==> src/hw/rtl/fbfl_pkg.sv <==
// Shared types, codes and constants for the fixed block free list allocator.
package fbfl_pkg;

  // Field widths of the request, result and register channels.
  localparam int unsigned MODE_W     = 2;
  localparam int unsigned INDEX_W    = 8;
  localparam int unsigned STATUS_W   = 2;
  localparam int unsigned OFFSET_W   = 12;
  localparam int unsigned COUNT_W    = 9;
  localparam int unsigned SIZE_W     = 13;
  localparam int unsigned CFG_IDX_W  = 4;
  localparam int unsigned CFG_DATA_W = 16;

  // Defaults for the top-level parameters.
  localparam int unsigned MAX_BLOCKS_DEF = 256;
  localparam int unsigned PAGE_BYTES_DEF = 4096;

  // Smallest legal block size in bytes.
  localparam logic [SIZE_W-1:0] MIN_BLOCK_BYTES = 13'd16;

  // Register reset values.
  localparam logic [SIZE_W-1:0]  BLOCK_SIZE_RST  = 13'd32;
  localparam logic [COUNT_W-1:0] BLOCK_COUNT_RST = 9'd128;

  // Saturation point of the free count.
  localparam logic [COUNT_W-1:0] COUNT_MAX = 9'h1FF;

  // Register indexes on the configuration channel.
  localparam logic [CFG_IDX_W-1:0] REG_BLOCK_SIZE  = 4'd0;
  localparam logic [CFG_IDX_W-1:0] REG_BLOCK_COUNT = 4'd1;

  // Request operation codes; the fourth code is a no-op.
  typedef enum logic [MODE_W-1:0] {
    MODE_ALLOC = 2'd0,
    MODE_FREE  = 2'd1,
    MODE_INIT  = 2'd2
  } mode_t;

  // Result status codes.
  typedef enum logic [STATUS_W-1:0] {
    STATUS_OK    = 2'd0,
    STATUS_EMPTY = 2'd1,
    STATUS_RANGE = 2'd2
  } status_t;

  // Current register settings handed to the controller.
  typedef struct packed {
    logic [SIZE_W-1:0]  blk_bytes;
    logic [COUNT_W-1:0] block_count;
  } cfg_t;

endpackage

==> src/hw/rtl/fbfl_req_if.sv <==
// Request channel: operation code and block index.
interface fbfl_req_if
  import fbfl_pkg::*;
();
  logic               valid;
  logic               ready;
  logic [MODE_W-1:0]  mode;
  logic [INDEX_W-1:0] block_index;

  modport source (output valid, output mode, output block_index, input ready);
  modport sink (input valid, input mode, input block_index, output ready);
endinterface

==> src/hw/rtl/fbfl_rsp_if.sv <==
// Result channel: status, granted block, its byte offset and the free count.
interface fbfl_rsp_if
  import fbfl_pkg::*;
();
  logic                valid;
  logic                ready;
  logic [STATUS_W-1:0] status;
  logic [INDEX_W-1:0]  granted_index;
  logic [OFFSET_W-1:0] byte_offset;
  logic [COUNT_W-1:0]  blocks_free;

  modport source (
    output valid, output status, output granted_index, output byte_offset,
    output blocks_free, input ready
  );
  modport sink (
    input valid, input status, input granted_index, input byte_offset,
    input blocks_free, output ready
  );
endinterface

==> src/hw/rtl/fbfl_cfg_if.sv <==
// Register write channel: register index and write data.
interface fbfl_cfg_if
  import fbfl_pkg::*;
();
  logic                  valid;
  logic                  ready;
  logic [CFG_IDX_W-1:0]  index;
  logic [CFG_DATA_W-1:0] data;

  modport source (output valid, output index, output data, input ready);
  modport sink (input valid, input index, input data, output ready);
endinterface

==> src/hw/rtl/fbfl_link_mem.sv <==
// Link memory of the free list: one write port, one read port, registered read.
module fbfl_link_mem
  import fbfl_pkg::*;
#(
  parameter int unsigned DEPTH  = MAX_BLOCKS_DEF,
  parameter int unsigned ADDR_W = $clog2(DEPTH)
) (
  input  logic               clk,
  input  logic               we,
  input  logic [ADDR_W-1:0]  waddr,
  input  logic [INDEX_W-1:0] wdata,
  input  logic [ADDR_W-1:0]  raddr,
  output logic [INDEX_W-1:0] rdata
);

  logic [INDEX_W-1:0] mem [DEPTH];

  // Write port.
  always_ff @(posedge clk) begin
    if (we) begin
      mem[waddr] <= wdata;
    end
  end

  // Registered read port.
  always_ff @(posedge clk) begin
    rdata <= mem[raddr];
  end

endmodule

==> src/hw/rtl/fbfl_ctrl.sv <==
// Free list controller: head, free count, init sweep and result register.
module fbfl_ctrl
  import fbfl_pkg::*;
#(
  parameter int unsigned MAX_BLOCKS = MAX_BLOCKS_DEF,
  parameter int unsigned ADDR_W     = $clog2(MAX_BLOCKS)
) (
  input  logic               clk,
  input  logic               rst,
  input  cfg_t               cfg_q,
  fbfl_req_if.sink           req,
  fbfl_rsp_if.source         rsp,
  output logic               link_we,
  output logic [ADDR_W-1:0]  link_waddr,
  output logic [INDEX_W-1:0] link_wdata,
  output logic [ADDR_W-1:0]  link_raddr,
  input  logic [INDEX_W-1:0] link_rdata
);

  typedef enum logic [1:0] {
    S_IDLE,
    S_WAIT,
    S_POP,
    S_INIT
  } state_t;

  state_t              state, state_next;
  logic [MODE_W-1:0]   cmd_mode, cmd_mode_next;
  logic [INDEX_W-1:0]  cmd_index, cmd_index_next;
  logic [INDEX_W-1:0]  head, head_next;
  logic [COUNT_W-1:0]  free_total, free_next;
  logic [COUNT_W-1:0]  init_cnt, init_cnt_next;
  logic [OFFSET_W-1:0] prod, prod_next;

  logic                rsp_valid;
  logic [STATUS_W-1:0] rsp_status;
  logic [INDEX_W-1:0]  rsp_granted;
  logic [OFFSET_W-1:0] rsp_offset;
  logic [COUNT_W-1:0]  rsp_free;

  logic                emit;
  logic [STATUS_W-1:0] res_status;
  logic [INDEX_W-1:0]  res_granted;
  logic [OFFSET_W-1:0] res_offset;
  logic [COUNT_W-1:0]  res_free;

  logic                slot_free;
  logic                req_fire;
  logic                start;
  logic [MODE_W-1:0]   use_mode;
  logic [INDEX_W-1:0]  use_index;
  logic [INDEX_W+SIZE_W-1:0] prod_full;
  logic [31:0]         head_wide, index_wide, cnt_wide;
  logic [COUNT_W-1:0]  cnt_inc;

  // Handshake and the operation that starts in this cycle.
  assign req.ready = (state == S_IDLE);
  assign req_fire  = req.valid && req.ready;
  assign slot_free = !rsp_valid || rsp.ready;
  assign use_mode  = (state == S_IDLE) ? req.mode : cmd_mode;
  assign use_index = (state == S_IDLE) ? req.block_index : cmd_index;
  assign start     = ((state == S_IDLE) && req_fire && slot_free) ||
                     ((state == S_WAIT) && slot_free);

  // Offset of the head block; registered before the pop finishes.
  assign prod_full = {{SIZE_W{1'b0}}, head} * {{INDEX_W{1'b0}}, cfg_q.blk_bytes};

  // Memory addresses sized to the link memory depth.
  assign head_wide  = {{(32-INDEX_W){1'b0}}, head};
  assign index_wide = {{(32-INDEX_W){1'b0}}, use_index};
  assign cnt_wide   = {{(32-COUNT_W){1'b0}}, init_cnt};
  assign cnt_inc    = init_cnt + 9'd1;
  assign link_raddr = head_wide[ADDR_W-1:0];

  // Next-state logic.
  always_comb begin
    state_next     = state;
    cmd_mode_next  = cmd_mode;
    cmd_index_next = cmd_index;
    head_next      = head;
    free_next      = free_total;
    init_cnt_next  = init_cnt;
    prod_next      = prod;
    emit           = 1'b0;
    res_status     = STATUS_OK;
    res_granted    = '0;
    res_offset     = '0;
    res_free       = free_total;
    link_we        = 1'b0;
    link_waddr     = index_wide[ADDR_W-1:0];
    link_wdata     = head;

    unique case (state)
      S_IDLE: begin
        if (req_fire) begin
          cmd_mode_next  = req.mode;
          cmd_index_next = req.block_index;
          if (!slot_free) begin
            state_next = S_WAIT;
          end
        end
      end
      S_WAIT: begin
      end
      S_POP: begin
        // Link data of the granted block is the new head.
        head_next   = link_rdata;
        free_next   = free_total - 9'd1;
        emit        = 1'b1;
        res_granted = head;
        res_offset  = prod;
        res_free    = free_total - 9'd1;
        state_next  = S_IDLE;
      end
      S_INIT: begin
        // Chain one block per cycle to its successor.
        link_we       = 1'b1;
        link_waddr    = cnt_wide[ADDR_W-1:0];
        link_wdata    = cnt_inc[INDEX_W-1:0];
        init_cnt_next = cnt_inc;
        if (init_cnt == cfg_q.block_count - 9'd1) begin
          head_next  = '0;
          free_next  = cfg_q.block_count;
          emit       = 1'b1;
          res_free   = cfg_q.block_count;
          state_next = S_IDLE;
        end
      end
      default: begin
        state_next = S_IDLE;
      end
    endcase

    // Execute the operation once the result register can take its result.
    if (start) begin
      state_next = S_IDLE;
      unique case (use_mode)
        MODE_ALLOC: begin
          if (free_total == '0) begin
            emit       = 1'b1;
            res_status = STATUS_EMPTY;
          end else begin
            prod_next  = prod_full[OFFSET_W-1:0];
            state_next = S_POP;
          end
        end
        MODE_FREE: begin
          emit = 1'b1;
          if ({1'b0, use_index} >= cfg_q.block_count) begin
            res_status = STATUS_RANGE;
          end else begin
            link_we   = 1'b1;
            head_next = use_index;
            free_next = (free_total == COUNT_MAX) ? free_total : free_total + 9'd1;
            res_free  = free_next;
          end
        end
        MODE_INIT: begin
          init_cnt_next = '0;
          state_next    = S_INIT;
        end
        default: begin
          emit = 1'b1;
        end
      endcase
    end
  end

  // State and result registers.
  always_ff @(posedge clk) begin
    if (rst) begin
      state      <= S_IDLE;
      head       <= '0;
      free_total <= '0;
      init_cnt   <= '0;
      rsp_valid  <= 1'b0;
    end else begin
      state      <= state_next;
      head       <= head_next;
      free_total <= free_next;
      init_cnt   <= init_cnt_next;
      if (emit) begin
        rsp_valid <= 1'b1;
      end else if (rsp.ready) begin
        rsp_valid <= 1'b0;
      end
    end
    cmd_mode  <= cmd_mode_next;
    cmd_index <= cmd_index_next;
    prod      <= prod_next;
    if (emit) begin
      rsp_status  <= res_status;
      rsp_granted <= res_granted;
      rsp_offset  <= res_offset;
      rsp_free    <= res_free;
    end
  end

  assign rsp.valid         = rsp_valid;
  assign rsp.status        = rsp_status;
  assign rsp.granted_index = rsp_granted;
  assign rsp.byte_offset   = rsp_offset;
  assign rsp.blocks_free   = rsp_free;

  // A result is only produced when the result register is free.
  assert property (@(posedge clk) disable iff (rst) emit |-> slot_free)
    else $error("result produced while result register is occupied");

  // A pop stage follows only an allocation that started on a nonempty pool.
  assert property (@(posedge clk) disable iff (rst)
    (state == S_POP) |-> ($past(start) && ($past(use_mode) == MODE_ALLOC) &&
                          ($past(free_total) != '0)))
    else $error("pop stage without a started allocation");

  // A pop removes exactly one block from the free count.
  assert property (@(posedge clk) disable iff (rst)
    (state == S_POP) |=> (free_total == $past(free_total) - 9'd1))
    else $error("pop did not decrement the free count");

  // The init sweep stays inside the pool.
  assert property (@(posedge clk) disable iff (rst)
    (state == S_INIT) |-> (init_cnt < cfg_q.block_count))
    else $error("init sweep beyond the last block");

endmodule

==> src/hw/rtl/fixed_block_free_list_allocator.sv <==
// Free, no-op and empty allocate register their result once the result register is free;
// a successful allocate first reads the next head from link memory in the pop state, and
// init writes one link per cycle in the init state; both hold off new requests meanwhile.
// Throughput: one free per cycle while the result side takes results.
// Reset clears control state, head and free count and loads 32-byte blocks, up to 128
// of them; the link memory is not cleared and is written by init and free requests.
module fixed_block_free_list_allocator
  import fbfl_pkg::*;
#(
  parameter int unsigned MAX_BLOCKS = MAX_BLOCKS_DEF,
  parameter int unsigned PAGE_BYTES = PAGE_BYTES_DEF
) (
  input  logic       clk,
  input  logic       rst,
  fbfl_req_if.sink   req,
  fbfl_rsp_if.source rsp,
  fbfl_cfg_if.sink   cfg
);

  localparam int unsigned ADDR_W = $clog2(MAX_BLOCKS);
  localparam logic [COUNT_W-1:0] COUNT_RST =
    (MAX_BLOCKS < 32'(BLOCK_COUNT_RST)) ? COUNT_W'(MAX_BLOCKS) : BLOCK_COUNT_RST;

  cfg_t               cfg_q;
  logic [SIZE_W-1:0]  size_wr;
  logic [COUNT_W-1:0] count_wr;
  logic               link_we;
  logic [ADDR_W-1:0]  link_waddr;
  logic [INDEX_W-1:0] link_wdata;
  logic [ADDR_W-1:0]  link_raddr;
  logic [INDEX_W-1:0] link_rdata;

  assign cfg.ready = 1'b1;

  // Saturate written values to the legal ranges.
  always_comb begin
    size_wr = cfg.data[SIZE_W-1:0];
    if (size_wr < MIN_BLOCK_BYTES) begin
      size_wr = MIN_BLOCK_BYTES;
    end else if ({{(32-SIZE_W){1'b0}}, size_wr} > PAGE_BYTES) begin
      size_wr = PAGE_BYTES[SIZE_W-1:0];
    end
    count_wr = cfg.data[COUNT_W-1:0];
    if (count_wr == '0) begin
      count_wr = 9'd1;
    end else if ({{(32-COUNT_W){1'b0}}, count_wr} > MAX_BLOCKS) begin
      count_wr = MAX_BLOCKS[COUNT_W-1:0];
    end
  end

  // Configuration registers.
  always_ff @(posedge clk) begin
    if (rst) begin
      cfg_q.blk_bytes   <= BLOCK_SIZE_RST;
      cfg_q.block_count <= COUNT_RST;
    end else if (cfg.valid && cfg.ready) begin
      if (cfg.index == REG_BLOCK_SIZE) begin
        cfg_q.blk_bytes <= size_wr;
      end else if (cfg.index == REG_BLOCK_COUNT) begin
        cfg_q.block_count <= count_wr;
      end
    end
  end

  fbfl_ctrl #(
    .MAX_BLOCKS (MAX_BLOCKS),
    .ADDR_W     (ADDR_W)
  ) u_ctrl (
    .clk        (clk),
    .rst        (rst),
    .cfg_q      (cfg_q),
    .req        (req),
    .rsp        (rsp),
    .link_we    (link_we),
    .link_waddr (link_waddr),
    .link_wdata (link_wdata),
    .link_raddr (link_raddr),
    .link_rdata (link_rdata)
  );

  fbfl_link_mem #(
    .DEPTH  (MAX_BLOCKS),
    .ADDR_W (ADDR_W)
  ) u_link_mem (
    .clk   (clk),
    .we    (link_we),
    .waddr (link_waddr),
    .wdata (link_wdata),
    .raddr (link_raddr),
    .rdata (link_rdata)
  );

endmodule

==> src/flat_wrapper.sv <==
// flat-port wrapper written by rule: the top's interface ports become plain ports
module fixed_block_free_list_allocator_flat import fbfl_pkg::*;
#(
  parameter int unsigned MAX_BLOCKS = MAX_BLOCKS_DEF,
  parameter int unsigned PAGE_BYTES = PAGE_BYTES_DEF
)
  (clk, rst, req_valid, req_mode, req_block_index, req_ready, rsp_valid, rsp_status, rsp_granted_index, rsp_byte_offset, rsp_blocks_free, rsp_ready, cfg_valid, cfg_index, cfg_data, cfg_ready);
  fbfl_req_if req_i ();
  fbfl_rsp_if rsp_i ();
  fbfl_cfg_if cfg_i ();
  input  logic clk;
  input  logic rst;
  input wire logic [$bits(req_i.valid)-1:0] req_valid;
  input wire logic [$bits(req_i.mode)-1:0] req_mode;
  input wire logic [$bits(req_i.block_index)-1:0] req_block_index;
  output wire logic [$bits(req_i.ready)-1:0] req_ready;
  output wire logic [$bits(rsp_i.valid)-1:0] rsp_valid;
  output wire logic [$bits(rsp_i.status)-1:0] rsp_status;
  output wire logic [$bits(rsp_i.granted_index)-1:0] rsp_granted_index;
  output wire logic [$bits(rsp_i.byte_offset)-1:0] rsp_byte_offset;
  output wire logic [$bits(rsp_i.blocks_free)-1:0] rsp_blocks_free;
  input wire logic [$bits(rsp_i.ready)-1:0] rsp_ready;
  input wire logic [$bits(cfg_i.valid)-1:0] cfg_valid;
  input wire logic [$bits(cfg_i.index)-1:0] cfg_index;
  input wire logic [$bits(cfg_i.data)-1:0] cfg_data;
  output wire logic [$bits(cfg_i.ready)-1:0] cfg_ready;
  assign req_i.valid = req_valid;
  assign req_i.mode = req_mode;
  assign req_i.block_index = req_block_index;
  assign req_ready = req_i.ready;
  assign rsp_valid = rsp_i.valid;
  assign rsp_status = rsp_i.status;
  assign rsp_granted_index = rsp_i.granted_index;
  assign rsp_byte_offset = rsp_i.byte_offset;
  assign rsp_blocks_free = rsp_i.blocks_free;
  assign rsp_i.ready = rsp_ready;
  assign cfg_i.valid = cfg_valid;
  assign cfg_i.index = cfg_index;
  assign cfg_i.data = cfg_data;
  assign cfg_ready = cfg_i.ready;
  fixed_block_free_list_allocator #(.MAX_BLOCKS(MAX_BLOCKS), .PAGE_BYTES(PAGE_BYTES)) u_core (.clk(clk), .rst(rst), .req(req_i), .rsp(rsp_i), .cfg(cfg_i));
endmodule
==> config.mk <==
export PLATFORM = sky130hd
export DESIGN_NAME = fixed_block_free_list_allocator_flat
export DESIGN_NICKNAME = d
export VERILOG_FILES = /design/src/hw/rtl/fbfl_pkg.sv /design/src/hw/rtl/fbfl_req_if.sv /design/src/hw/rtl/fbfl_rsp_if.sv /design/src/hw/rtl/fbfl_cfg_if.sv /design/src/hw/rtl/fbfl_link_mem.sv /design/src/hw/rtl/fbfl_ctrl.sv /design/src/hw/rtl/fixed_block_free_list_allocator.sv /design/src/flat_wrapper.sv
export SDC_FILE = /design/constraint.sdc
export NUM_CORES = 2
export LEC_CHECK = 0
export BUFFER_PORTS_ARGS = -buffer_cell sky130_fd_sc_hd__buf_2
export CORE_MARGIN = 10
export CORE_UTILIZATION = 40
export DETAILED_ROUTE_END_ITERATION = 10
export PLACE_DENSITY = 0.58
export SETUP_SLACK_MARGIN = 0.05
export SLEW_MARGIN = 20
export SYNTH_ARGS = -nofsm -noshare
export SYNTH_HDL_FRONTEND = slang
export SYNTH_SLANG_ARGS = --single-unit
==> constraint.sdc <==
create_clock -name clk -period 19.1 [get_ports clk]
set_clock_uncertainty 0.1 [all_clocks]
set_input_delay 3.82 -clock clk [delete_from_list [all_inputs] [get_ports clk]]
set_output_delay 3.82 -clock clk [all_outputs]
set_load 0.005 [all_outputs]
======== After elaboration in Yosys (flattened, before gate mapping) ========
Memory sizes are Yosys's and may differ from the RTL's. A register that Yosys moved wholly into a read port is not among the register bits.
Index checks and enable logic that the tools add are counted.
storage, ports and cells
  register bits ........................... 104
  RAM bits ................................ 2048
  output and inout port bits .............. 34
  memories kept ........................... 1
operators by class
  $add $sub $neg .......................... 4
  multiply operators ...................... 1
  order comparisons ....................... 4
  equality and inequality tests ........... 11
  muxes and demuxes ....................... 45
  bitwise operators ....................... 2
  reduce and logical (&&, ||, !) cells .... 19
memories
  memory                 words  bits a word  read ports  clocked after memory_dff  write ports  RTL line             RTL
  u_core.u_link_mem.mem  256    8            1           1                         1            fbfl_link_mem.sv:16  logic [INDEX_W-1:0] mem [DEPTH];
operators by type and width
  operator                number
  $mux W9                 10
  $mux W8                 7
  $mux W13                2
  $add A9 B1 Y9 const B   2
  $logic_not A9 Y1        2
  $pmux W9 S2             1
  $sub A9 B1 Y9 const B   2
  $pmux W8 S2             1
  $mux W2                 7
  $gt A13 B13 Y1 const B  1
  $lt A13 B5 Y1 const B   1
  $mul A8 B13 Y12         1
  $mux W1                 12
  $eq A9 B9 Y1            1
  $eq A9 B9 Y1 const B    1
  $ge A8 B9 Y1            1
  $gt A9 B9 Y1 const B    1
  $pmux W2 S2             2
  $eq A2 B2 Y1 const B    3
  $pmux W2 S3             1
  $reduce_and A3 Y1       2
  $eq A2 B1 Y1 const B    2
  $eq A4 B1 Y1 const B    1
  $logic_and A1 B1 Y1     4
  other kinds (13)        18

======== Longest topological paths before layout ========
  depth in word-level cells ............... 8
  gate-level depth with buffers ........... 24

======== Cells and area by module ========
A second synthesis with hierarchy kept.
unflattened totals
  cells, all modules ...................... 4515
  area total of the unflattened synthesis .. 86920.9 sq um
by module, submodules not included
  module                           times used  cells each  area an instance (sq um)  sequential area each (sq um)
  fbfl_link_mem                    1           3733        79556.3                   61659.1
  fbfl_ctrl                        1           703         6468.7                    2172.1
  fixed_block_free_list_allocator  1           79          895.9                     440.4

======== Least setup slack after synthesis ========
OpenSTA, ideal clock, no wires.
  kind .................................... register to register
  start point ............................. register u_core.u_ctrl.state[1]
  end point ............................... memory u_core.u_link_mem.mem[0][3] (data pin)
  library setup time ...................... 2.187 ns
  data arrival time ....................... 11.175 ns
  data required time ...................... 16.813 ns
  setup slack ............................. 5.638 ns
  cell stages (with the launch flop) ...... 7
  cells stage by stage .................... dfxtp_1 > buf_2 > nand2_1 > clkbuf_1 > buf_2 > buf_1 > o21ai_0
on the way
  longest elaborated chain between the ends .. 2
ends and longest elaborated chain
  item                            RTL line                               RTL
  start: declaration              fbfl_ctrl.sv:27                        state_t state, state_next;
  start signal: assignment        fbfl_ctrl.sv:178                       state <= state_next;
  $eq A2 B2 Y1                    fbfl_ctrl.sv:93                        unique case (state)
  $mux W8                         fbfl_ctrl.sv:93
  named net u_core.link_wdata[3]  fixed_block_free_list_allocator.sv:29  logic [INDEX_W-1:0] link_wdata;
  end: declaration                fbfl_link_mem.sv:16
The timed path passes the listed nets, and every way through them passes these cells.

======== Worst setup path after layout ========
  start point ............................. input req_block_index[0]
  end point ............................... memory u_core.u_link_mem.mem[46][5], enable pin
on the way
  longest elaborated chain between the ends .. 7
  elaborated cells on any way between the ends .. 8
  those cells by class .................... 1 x order compare; 7 x mux
ends and longest elaborated chain
  item                           RTL line             RTL
  start: declaration             flat_wrapper.sv:15   input wire logic [$bits(req_i.block_index)-1:0] req_block_index;
  $mux W8 *                      fbfl_ctrl.sv:61      assign use_index = (state == S_IDLE) ? req.block_index : cmd_index;
  $ge A8 B9 Y1                   fbfl_ctrl.sv:149     if ({1'b0, use_index} >= cfg_q.block_count) begin
  $mux W1                        fbfl_ctrl.sv:149
  $mux W1                        fbfl_ctrl.sv:137     unique case (use_mode)
  $mux W1                        fbfl_ctrl.sv:135     if (start) begin
  $mux W1                        fbfl_link_mem.sv:20  if (we) begin
  $mux W1 (implied by the code)  fbfl_link_mem.sv:21  mem[waddr] <= wdata;
Mark *: on every way between the ends. The rest lies on a longest branch, timed or not.

==> summary.txt <==
Run status
  • Outcome: completed

GRT
  • Largest net degree at the start of global routing: 197
  • Vias in the first global route: 43661
  • First-pass GRT wire length: 319000 µm
  • Number of antenna violations at the first check in global routing: 6
  • Total gr overflow: 0
  • Total track usage: 18.4%

Critical path
  • Req. time, crit path: 19.48 ns
  • Worst Setup End Kind: flip-flop
  • CP Launch Point: req_block_index[0]
  • Crit path max fanout: 9
  • Worst r2r dst: u_core.u_link_mem.rdata[2]$_DFF_P_
  • Reg2Reg Depth: 10
  • WP data arrival: 8.03 ns
  • CP Launch Type: input port
  • R2r setup slk: 12.29 ns
  • RR Startpoint: u_core.u_ctrl.link_raddr[0]$_SDFF_PP0_
  • Critical path class: input port to flip-flop

Layout
  • Ratio of cells with drive above 1 in the final layout: 19.6%
  • Reg area: 64300 µm²
  • Nets: 4760
  • Multi-input gate area: 20900 µm²
  • Area growth from synthesis to layout: 11.4%
  • Finished Layout Cells: 7674
  • Fillers: 18221
  • Post-layout util: 44.9%

Synth
  • Synthesized netlist cell count: 4568
  • Synth top area share: 72.7%
  • YS warnings: 0
  • Syn avg cell area: 19.0 µm²
  • #FFs+latches synth: 2159
  • Register area share after synthesis: 74.0%
  • Top-count cell post-synth: edfxtp_1
  • Post-synth ARST share: 0%
  • Dominant cell type by area after synthesis: edfxtp_1
  • Cell Area, Synth: 86800 µm²
  • Post-synth EDFFs: 2101
  • Cell variety after synth: 81
  • Leading post-synthesis cells by cell area: edfxtp_1 (73%), mux4_2 (11%), mux2i_1 (2.9%)
  • Syn Nets: 4671
  • Most used flip-flop cell after synthesis: edfxtp_1
  • Synth top cells by count: edfxtp_1 (2101), mux4_2 (419), nor2_1 (351)

Clock tree
  • H-tree levels: 4
  • CTS Hold Buffers Added: 0
  • Worst-Skew Late Latency: 0.88 ns
  • CTS clk-pin slew, worst paths: 0.06 ns
  • Post-CTS Setup Bufs: 0
  • Longest Clk Path Bufs: 3
  • Root Driver: clkbuf_16
  • Total CTS buffers: 212
  • TritonCTS clock tree: built
  • Sink Count: 2159
  • PostCTS Resize Cnt: 0

Die
  • # IOs: 69
  • Row count: 170
  • Core ar.: 215000 µm²
  • Die Height: 486 µm
  • Die X: 486 µm
  • Die Area: 236000 µm²
  • Starting Density: 40.3%

Timing
  • RSZ-0062 raised after global routing: no
  • Fmax: 131 MHz
  • Max_slew headroom: 20.7%
  • Hold Fails Final Rpt: 0
  • Max Slew Vio Count: 0
  • Least-Margin Pin Slew: 1.18 ns
  • Final Cycle Share: 40.0%
  • Setup-failing EPs final: 0
  • Setup TNS: 0 ns
  • Final min period: 7.65 ns
  • Final hold slack: 0.420 ns

Drt
  • Initial drt markers: 4635
  • # DRC: 0
  • Final wirelength: 222000 µm
  • Number of antenna-violating nets in the routed design: 0
  • Vias after detailed routing: 44098
  • Pre-antenna DRT Iters: 8
  • DR vias/cell: 5.75
  • Avg WL per Cell: 29.0 µm

Power and ir drop
  • P_leak: 29.8 nW
  • Worst VDD drop: 111 µV
  • Pwr dens: 134 nW/µm²

Run
  • # Max-Cap Violations: 0

Hold path
  • Min-delay src: u_core.u_ctrl.rsp.valid$_SDFFE_PP0P_
  • Hold path endpoint: u_core.u_ctrl.rsp.valid$_SDFFE_PP0P_
  • Worst hold stages: 2
  • Hold crit path type: flip-flop to flip-flop

Place
  • Port Buffers: 64
  • Routability-driven placement congestion ratio: 0.808
  • Hpwl dp: 130000 µm
  • Dpl cells: 7279
==> sequential cells by signal (all words and copies together) (netlist names) <==
name                             count
u_core.u_ctrl.rsp.blocks_free        9
u_core.u_ctrl.init_cnt               9
u_core.u_ctrl.cmd_index              8
u_core.u_ctrl.rsp.status             2
u_core.u_ctrl.rsp.byte_offset       12
u_core.u_link_mem.mem             2048
u_core.u_link_mem.rdata              8
u_core.u_ctrl.rsp.granted_index      8
u_core.u_ctrl.free_total             9
u_core.u_ctrl.link_raddr             8
u_core.u_ctrl.rsp.valid              1
u_core.cfg_q                        21
u_core.u_ctrl.prod                  12
u_core.u_ctrl.cmd_mode               2
u_core.u_ctrl.state                  2
==> metal layers <==
metal | vias up | routed length, µm | global-route usage (%)
li1 | 18740 | - | -
met1 | 23287 | 94900 | 25.9
met2 | 1713 | 105000 | 29.1
met3 | 352 | 15700 | 3.35
met4 | 6 | 6660 | 5.91
met5 | - | 37 | 0
==> cells by family after synthesis <==
family	count (synthesis)	share of synthesized area [%]
and+or+nand+nor	738	3.88
DFF	2159	74.0
xor gates and xnor gates	48	0.484
AOI/OAI and AO/OA	522	4.34
adders and majority gates	68	1.29
other	1	0.00432
buffers and inverters	356	2.13
muxes	676	13.8
==> layout make-up <==
class | instances | share of cell area (%)
clock inverters | 121 | 1.05
multi-input cells | 2053 | 21.6
diodes | 3 | 0.00776
clock buffers | 269 | 5.76
inverters | 77 | 0.301
well taps | 2838 | 3.67
flip-flops and latches | 2159 | 66.5
repair buffers | 154 | 1.15
==> worst max-delay path, cell delays in order <==
cell	delay [ns]
buf_2	0.11
mux2i_1	0.63
ha_1	0.36
nand2b_1	0.14
a211oi_1	0.25
o311a_1	0.28
o211ai_1	0.22
a21oi_1	0.48
nand2_2	0.56
buf_4	0.43
nor2_1	0.71
==> cells in the final DEF (no fill, tap or decap), types with 52 or more instances in the layout <==
| cell type | instances |
|---|---|
| a21oi_1 | 135 |
| and2_1 | 52 |
| buf_2 | 64 |
| buf_4 | 80 |
| clkbuf_1 | 54 |
| clkbuf_16 | 214 |
| dfxtp_1 | 54 |
| edfxtp_1 | 2101 |
| inv_1 | 75 |
| mux2i_1 | 251 |
| mux4_2 | 419 |
| nand2_1 | 131 |
| nor2_1 | 346 |
| nor3_1 | 63 |
| o221ai_1 | 93 |
| o22ai_1 | 62 |
==> where the power goes <==
group,internal (mW),leakage (nW),switching (mW),total [mW]
combinational,1.02,6.69,2.09,3.11
clock,2.22,3.23,1.78,4.01
sequential,5.74,19.9,0.0983,5.83
==> worst max path at each step <==
stage	end	slack, ns
floorplan	u_core.u_link_mem.mem[0][3]$_DFFE_PP_	5.64
global placement	u_core.u_link_mem.mem[175][2]$_DFFE_PP_	10.71
detailed placement	u_core.u_link_mem.mem[175][2]$_DFFE_PP_	10.64
CTS	u_core.u_link_mem.mem[175][4]$_DFFE_PP_	11.55
global route	u_core.u_link_mem.mem[174][4]$_DFFE_PP_	11.29
finish	u_core.u_link_mem.mem[46][5]$_DFFE_PP_	11.45
==> stage by stage <==
stage          total power, mW  instance area [µm²]  setup WS [ns]
2_1_floorplan             8.11                86800           5.64
3_3_place_gp              9.02                90100          10.71
3_5_place_dp              9.06                90100          10.64
4_1_cts                   13.0                96700          11.55
5_1_grt                   13.4                96700          11.29
6_report                  13.0                96700          11.45
No activity file was read; power rests on OpenSTA's default activity.
